--- src/rtl/first_fit_heap_allocator_unit_assert.svh ---
// Assertion macros for the first-fit heap allocator.
// Included by the top level; no other dependencies.
`ifndef FIRST_FIT_HEAP_ALLOCATOR_UNIT_ASSERT_SVH
`define FIRST_FIT_HEAP_ALLOCATOR_UNIT_ASSERT_SVH
`ifndef SYNTH
// Check a property on the rising clock, off during reset.
`define FFH_ASSERT(lbl, clk, rstn, prop) \
  lbl: assert property (@(posedge clk) disable iff (!rstn) prop) \
    else $error("heap allocator assertion failed");
// Check an implication on the rising clock, off during reset.
`define FFH_ASSERT_IMP(lbl, clk, rstn, ante, cons) \
  lbl: assert property (@(posedge clk) disable iff (!rstn) (ante) |-> (cons)) \
    else $error("heap allocator implication failed");
`else
`define FFH_ASSERT(lbl, clk, rstn, prop)
`define FFH_ASSERT_IMP(lbl, clk, rstn, ante, cons)
`endif
`endif

--- src/rtl/ffh_ram.sv ---
// Generic single-port RAM with registered read.
// No dependencies.
`timescale 1ns / 1ps
module ffh_ram #(
  parameter int unsigned Width = 8,
  parameter int unsigned Depth = 16
) (
  input  logic                     clk_i,
  input  logic                     we_i,
  input  logic [$clog2(Depth)-1:0] addr_i,
  input  logic [Width-1:0]         wdata_i,
  output logic [Width-1:0]         rdata_o
);
  logic [Width-1:0] mem_q [Depth];

  // Write one entry when enabled and read one entry per cycle
  always_ff @(posedge clk_i) begin
    if (we_i) begin
      mem_q[addr_i] <= wdata_i;
    end
    rdata_o <= mem_q[addr_i];
  end
endmodule

--- config.mk ---
export PLATFORM = sky130hd
export DESIGN_NAME = ffh_ram
export DESIGN_NICKNAME = d
export VERILOG_FILES = /design/src/rtl/first_fit_heap_allocator_unit_assert.svh /design/src/rtl/ffh_ram.sv
export SDC_FILE = /design/constraint.sdc
export NUM_CORES = 1
export LEC_CHECK = 0
export BUFFER_PORTS_ARGS = -buffer_cell sky130_fd_sc_hd__buf_2
export CORE_ASPECT_RATIO = 0.7
export CORE_MARGIN = 1.5
export CORE_UTILIZATION = 65
export DETAILED_ROUTE_END_ITERATION = 8
export GPL_TIMING_DRIVEN = 0
export PLACE_DENSITY = 0.83
export SLEW_MARGIN = 20
export SYNTH_ARGS = -nofsm -noshare
export SYNTH_HDL_FRONTEND = slang
export SYNTH_SLANG_ARGS = --single-unit
--- constraint.sdc ---
create_clock -name clk_i -period 3.4 [get_ports clk_i]
set_input_delay 0 -clock clk_i [delete_from_list [all_inputs] [get_ports clk_i]]
set_output_delay 0 -clock clk_i [all_outputs]
set_load 0.1 [all_outputs]
* Yosys cells after proc, flatten, opt, wreduce, memory -nomap -nowiden *
Memory sizes are Yosys's and may differ from the RTL's. A register that Yosys moved wholly into a read port is not among the register bits.
Cells that the tools add are included.

storage, ports and cells
  register bits after elaboration = 0
  output and inout bits = 8
  memories = 1
  input bits = 14
  RAM bits = 128

memory list
  memory  depth  bits a word  rd ports  clocked after memory_dff  wr ports  RTL line       text
  mem_q   16     8            1         1                         1         ffh_ram.sv:14  logic [Width-1:0] mem_q [Depth];

cells by class
  muxes and demuxes = 2

operators by type and width
  operator  count
  $mux W1   2

* Longest topological paths before layout *
Gate-level depths: netlist of run 1.

  depth in word-level cells = 2
  depth in mapped cells = 5
  depth with buffers taken out = 3

* Worst setup path after synthesis of run 1 *
Ideal clock, no wire load.

  kind = in2reg
  start = input port addr_i[2]
  end = memory mem_q[0][0] (enable)
  library setup time = 0.383 ns
  data required time = 3.017 ns
  stages = 2
  path buffers = 0
  arrival = 1.110 ns
  setup slack = 1.907 ns
  cell sequence = or3b_2 > nor3_1

RTL lines
  what         RTL line       text
  from (decl)  ffh_ram.sv:10  input logic [$clog2(Depth)-1:0] addr_i,
  to (decl)    ffh_ram.sv:14

Straight into the memory's write port.

* Worst setup path in the final report of run 1 *
  start = input port addr_i[1]
  end = memory mem_q[2][6] (enable)

Straight into the memory's write port.

==> summary.md, run 1 <==
| Metric | Value |
|---|---|
| Largest net degree at the start of global routing | 17 |
| Area Overhead vs Synth | 18.8% |
| Max-Cap Viols | 0 |
| Hold path startpoint | addr_i[0] |
| PwrDens | 685 mW/mm² |
| Status | finished clean |
| Crit-path cells | buf_2 -> buf_1 -> nand2b_1 -> nor2_1 |
| Final setup vio count | 0 |
| Synthesized netlist cell count | between 200 and 250 |
| Endpoints failing hold | 0 |
| Layout cells sized above 1 | 31.9% |
| CTS max path bufs | 2 |
| GP Congestion | 0.745 |
| Vias per Instance | 6.50 |
| Worst path arrival time | about 1.8 ns |
| CTS tree | built |
| Crit Path Category | in -> reg |
| Pleak | just under 2 nW |
| Setup crit start kind | input pin |
| Core Area | 0.00742 mm² |
| Post-Syn Area per Cell | 22.0 µm² |
| DRT Pass-1 Iters | 5 |
| Worst Tran Pin Value | 0.873 ns |
| DRT antenna net count | 0 |
| Chip width | 109 µm |
| Net Count, Synth | 244 |
| Fin crit share | 47.8% |
| Crit path from | addr_i[1] |
| Peak per-stage delay on the critical path | 0.73 ns |
| Core Util, Final | 81.2% |
| Setup TNS | 0 ns |
| # rows | 26 |
| CTS Buf Count | 17 |
| Vias in the first global route | 2641 |
| Detailed-route via count | 2509 |
| DIE AREA | between 0.008 and 0.009 mm² |
| Num ports | 22 |
| Max transition margin | between 40% and 50% |
| Max FO, Critical Path | 10 |
| Tot GR Track Use | about 29% |
| Worst skew pair latency | 0.51 ns |
| Total Wirelength | 10600 µm |
| Seq/Total Area, Yosys | 79.0% |
| Worst vdd ir | 0.501 mV |
| Initial Util | approximately two thirds |
| Post-synthesis cell area | between 0.005 and 0.006 mm² |
| Slowest cell on the critical path | nor2_1 |
| HP Class | in -> reg |
| Final Critical Period | 1.62 ns |
| Crit end category | register |
| Average wire per standard cell | 27.4 µm |
| CTS root buffer | clkbuf_8 |
| Iteration-0 DRC Markers | ~200 |
| H-tree depth | 4 |
| Skew final | 0.0104 ns |
| N_diodes | 0 |
| I/O Buffers | 19 |
| YS warnings | 0 |
| GRT overflow | 0 |
| Clk sinks | 136 |
| Highest clock rate | 0.616 GHz |
| Post-DP HPWL | 5980 µm |
| Initial antenna violation count | 0 |
| Number of distinct library cells after synthesis | 18 |
| Clk slew on worst S/H paths | 0.06 ns |
| CTS resizes | 0 |
| Startpoint of the worst register-to-register path | mem_q[15][6]$_DFFE_PP_ |
| Yosys reg bits | 136 |
| Die Span Y | just under 80 µm |
| Critical path required time | 3.53 ns |
| Unrepaired setup endpoints after global routing | no |
| Residual DRC count | 0 |
| Fin. max-slew vios | 0 |
| Final net count | 290 |
| Total power | between 4 and 5 mW |
| First-pass GRT wire length | 16200 µm |
[cells in the mapped netlist]
cell,instances,share of area (%)
nand2_1,9,0.67
buf_1,4,0.30
nor2_1,13,0.96
nand3b_1,2,0.30
clkbuf_1,2,0.15
nor2b_1,2,0.25
or3b_2,1,0.17
clkbuf_2,1,0.099
nand3_1,1,0.099
buf_2,2,0.20
nor3_1,4,0.40
mux4_2,32,14
buf_6,2,0.44
and2_1,1,0.12
nand2b_1,2,0.25
a22oi_1,16,2.4
dfxtp_1,8,3.2
edfxtp_1,128,76
[metrics by stage]
step           worst slack, ns  hold WS [ns]  cell area, µm²  cells
3_3_place_gp              1.39         0.407            5290    347
4_1_cts                   1.82        0.0650            6020    386
2_1_floorplan             1.91        0.0989            5070    230
6_report                  1.78        0.0694            6020    386
3_5_place_dp              1.38         0.416            5300    347
5_1_grt                   1.70        0.0924            6020    386
[power breakdown]
part / switching (mW) / internal [mW] / leakage (nW)
sequential: 0.0109 / 1.87 / 1.22
combinational: 0.190 / 0.0771 / 0.455
clock: 0.705 / 1.27 / 0.301
total: 0.905 / 3.22 / 1.98
[placed cells by master, fill, tap and decap left out, types with 2 or more instances in the layout]
| master | instances |
|---|---|
| edfxtp_1 | 128 |
| mux4_2 | 32 |
| buf_2 | 21 |
| a22oi_1 | 16 |
| clkbuf_16 | 16 |
| nor2_1 | 13 |
| nand2_1 | 9 |
| dlygate4sd3_1 | 8 |
| dfxtp_1 | 8 |
| bufinv_16 | 5 |
| buf_1 | 4 |
| nor3_2 | 4 |
| clkinvlp_4 | 3 |
| inv_6 | 3 |
| clkbuf_1 | 2 |
| nor2b_1 | 2 |
| buf_6 | 2 |
| nand3b_1 | 2 |
| nand2b_1 | 2 |
| clkinv_4 | 2 |
[per-layer routing]
layer	part of all wire, %	GRT usage [%]	vias to the layer above
met1	40	41.4	1320
met3	8.5	11.2	15
met2	50	43.6	122
met4	1.5	7.76	0
li1	-	-	1052
met5	0	0	-
[flip-flops by register name, indices dropped and copies added, names as in the netlist]
register	cells
rdata_o	8
mem_q	128
[worst paths after layout]
check | cells after the start | slack, ns | to
min | 4 | 0.07 | rdata_o[5]$_DFF_P_
min reg2reg | 3 | 0.69 | rdata_o[3]$_DFF_P_
max reg2reg | 3 | 2.00 | rdata_o[6]$_DFF_P_
max | 4 | 1.78 | mem_q[2][6]$_DFFE_PP_
[final cells by class]
type	count	area, µm²
Clock inverter	14	221
Tap cell	98	123
Clock buffer	17	414
Fill cell	357	1400
Timing Repair Buffer	27	175
Multi-Input combinational cell	83	1020
Buffer	11	60.1
Sequential cell	136	4000
[logic make-up after synthesis]
logic type             count (synthesis)  share of synthesized area (%)
flip-flops                           136                           79.0
AND/OR/NAND/NOR                       35                           3.21
multiplexers                          32                           14.2
AO/OA/AOI/OAI                         16                           2.37
buffers and inverters                 11                           1.19
[critical path, delay by kind of cell]
family | cells | cell delay, ns
and+or+nand+nor | 2 | 0.97
buffers and inverters | 2 | 0.77
[timing repair]
action	CTS	global route
endpoints found under the hold margin	128	0
hold buffers	8	0
buffers inserted	0	0
Power figures use the tool's default switching activity.
==> run 2: changes to the inputs <==
--- a/config.mk
+++ b/config.mk
@@ -8,10 +8,10 @@
 export BUFFER_PORTS_ARGS = -buffer_cell sky130_fd_sc_hd__buf_2
 export CORE_ASPECT_RATIO = 0.7
 export CORE_MARGIN = 1.5
-export CORE_UTILIZATION = 65
+export CORE_UTILIZATION = 60
 export DETAILED_ROUTE_END_ITERATION = 8
 export GPL_TIMING_DRIVEN = 0
-export PLACE_DENSITY = 0.83
+export PLACE_DENSITY = 0.78
 export SLEW_MARGIN = 20
 export SYNTH_ARGS = -nofsm -noshare
 export SYNTH_HDL_FRONTEND = slang
==> constraint.sdc (replaced) <==
create_clock -name clk_i -period 1.7 [get_ports clk_i]
set_input_delay 0 -clock clk_i [delete_from_list [all_inputs] [get_ports clk_i]]
set_output_delay 0 -clock clk_i [all_outputs]
set_load 0.1 [all_outputs]
==> summary.md, run 2 (synthesis results as in run 1) <==
| Metric | Value |
|---|---|
| Status | finished clean |
| Largest Register | mem_q |
| Final setup vio count | 0 |
| Unrepaired setup endpoints after global routing | yes |
| Largest net degree at the start of global routing | 17 |
| Final net count | 289 |
| Skew final | 0.00543 ns |
| Final Critical Period | between 1.5 and 2 ns |
| Fin crit share | 94.5% |
| CTS tree | built |
| Hold path startpoint | wdata_i[4] |
| Worst Tran Pin Value | just over 0.8 ns |
| Reg2reg end | rdata_o[4]$_DFF_P_ |
| Total Wirelength | 9860 µm |
| Worst hold margin | roughly 0.036 ns |
| Post-Place Cell Area | 0.00531 mm² |
| Worst skew pair latency | 0.41 ns |
| Worst path arrival time | 1.65 ns |
| Num ports | 22 |
| Setup crit start kind | input pin |
| Max reg flops | 128 |
| Initial Util | 63.0% |
| GRT overflow | 0 |
| DRT antenna net count | 0 |
| Pleak | slightly below 2 nW |
| DRT Pass-1 Iters | 4 |
| Average wire per standard cell | 25.3 µm |
| Critical path required time | 1.74 ns |
| Most frequent cells in the layout | edfxtp_1 (128), mux4_2 (32), buf_2 (21) |
| Chip width | about 110 µm |
| Vias in the first global route | 2414 |
| WL met3 | roughly 970 µm |
| CTS root buffer | clkbuf_16 |
| N_diodes | 0 |
| Residual DRC count | 0 |
| Vias per Instance | 6.38 |
| Fin. max-slew vios | 0 |
| Highest clock rate | 0.623 GHz |
| GP Congestion | 0.745 |
| HP Class | in -> reg |
| Met2 Routed Length | 4470 µm |
| Most common cell after layout, fill and taps aside | edfxtp_1 |
| I/O Buffers | 19 |
| Initial antenna violation count | 0 |
| # rows | 27 |
| Iteration-0 DRC Markers | roughly 320 |
| Switch share | 21.4% |
| Endpoints failing hold | 0 |
| Area Overhead vs Synth | 18.4% |
| CTS max path bufs | 2 |
| Clk slew on worst S/H paths | approximately 0.05 ns |
| Crit end category | register |
| Post-DP HPWL | 5960 µm |
| Max FO, Critical Path | 10 |
| PwrDens | ~1300 mW/mm² |
| Reg-to-reg setup timing slack | 0.31 ns |
| Max-Cap Viols | 0 |
| Top flop regs | mem_q: 128 flops, rdata_o: 8 flops |
| Design area | 0.00600 mm² |
| Clock power frac | 46.6% |
| Clk sinks | between 100 and 150 |
| Logic pwr share | under 10% |
| Tot GR Track Use | 24.6% |
| Max transition margin | 44.9% |
| Hold Path Sink | mem_q[5][4]$_DFFE_PP_ |
| Detailed-route via count | 2483 |
| Layout cells sized above 1 | between 30% and 40% |
| Reg2reg path depth | 3 |
| Startpoint of the worst register-to-register path | mem_q[15][4]$_DFFE_PP_ |
| Crit Path Category | in -> reg |
| Metal-1 WL | about 4200 µm |
| Hold path depth | 1 |
| Power share of the sequential group | 46.8% |
| Die Span Y | 79.9 µm |
| CTS Buf Count | 17 |
| H-tree depth | 4 |
| First-pass GRT wire length | 14600 µm |
| DIE AREA | 0.00901 mm² |
| Worst vdd ir | 0.958 mV |
| Top sig layer | met4 |
| Sw power | 1.72 mW |
| Core Area | between 0.008 and 0.009 mm² |
| Int Power | 6.34 mW |
-- run 2: cell count changes in the layout (fill, tap and decap cells not counted), sizes merged --
cell	delta
clkinv	+5
clkinvlp	-1
clkbuf	+1
dlygate4sd3	-1
inv	-3
bufinv	-1
-- run 2: critical path, stage by stage --
cell,delay (ns)
buf_2,0.25
buf_1,0.48
nand2_1,0.26
nor2_1,0.65
-- run 2: cell type report --
class | instances | area, µm²
multi-input combinational | 83 | 1030
tap | 101 | 126
fill | 443 | 2040
buffer | 11 | 60.1
timing repair buffer | 26 | 165
clock inverter | 14 | 181
clock buffer | 18 | 429
sequential | 136 | 4000
-- run 2: repair_timing --
action | CTS | global route
resized for setup | 0 | 4
hold buffers | 7 | 0
setup buffers | 0 | 0
setup endpoints to repair | 0 | 36
endpoints found under the hold margin | 108 | 0
-- run 2: how the worst max path moves through the flow --
| stage | slack, ns | from | to | cells after the start |
|---|---|---|---|---|
| finish | 0.09 | addr_i[1] | mem_q[3][1]$_DFFE_PP_ | 4 |
| global route | -0.08 | addr_i[1] | mem_q[3][1]$_DFFE_PP_ | 4 |
| CTS | 0.13 | addr_i[1] | mem_q[3][1]$_DFFE_PP_ | 4 |
| detailed placement | -0.30 | addr_i[1] | mem_q[3][4]$_DFFE_PP_ | 4 |
| global placement | -0.34 | addr_i[2] | mem_q[0][1]$_DFFE_PP_ | 3 |
| floorplan | 0.21 | addr_i[2] | mem_q[0][0]$_DFFE_PP_ | 2 |
-- run 2: per-stage QoR --
stage               utilization, %  setup slack, ns  power, mW  instances  TNS, ns
global placement              65.8           -0.344       4.33        350   -19.49
global route                  74.6          -0.0827       8.27        389    -1.15
CTS                           74.5            0.131       8.08        389        0
finish                        74.6           0.0941       8.06        389        0
detailed placement            66.0           -0.301       4.35        350   -20.03
floorplan                        -            0.207       4.19        230        0
-- run 2: power groups by stage --
stage	combinational, mW	sequential, mW	clock (mW)
floorplan	0.193	4.00	0
finish	0.531	3.77	3.76
global placement	0.502	3.83	0
global route	0.558	3.78	3.94
CTS	0.528	3.77	3.78
detailed placement	0.514	3.84	0
-- run 2: metal layers --
layer | up-vias | GRT usage (%)
met5 | - | 0
met2 | 155 | 33.5
li1 | 1053 | -
met3 | 20 | 7.52
met4 | 0 | 12.2
met1 | 1255 | 36.6
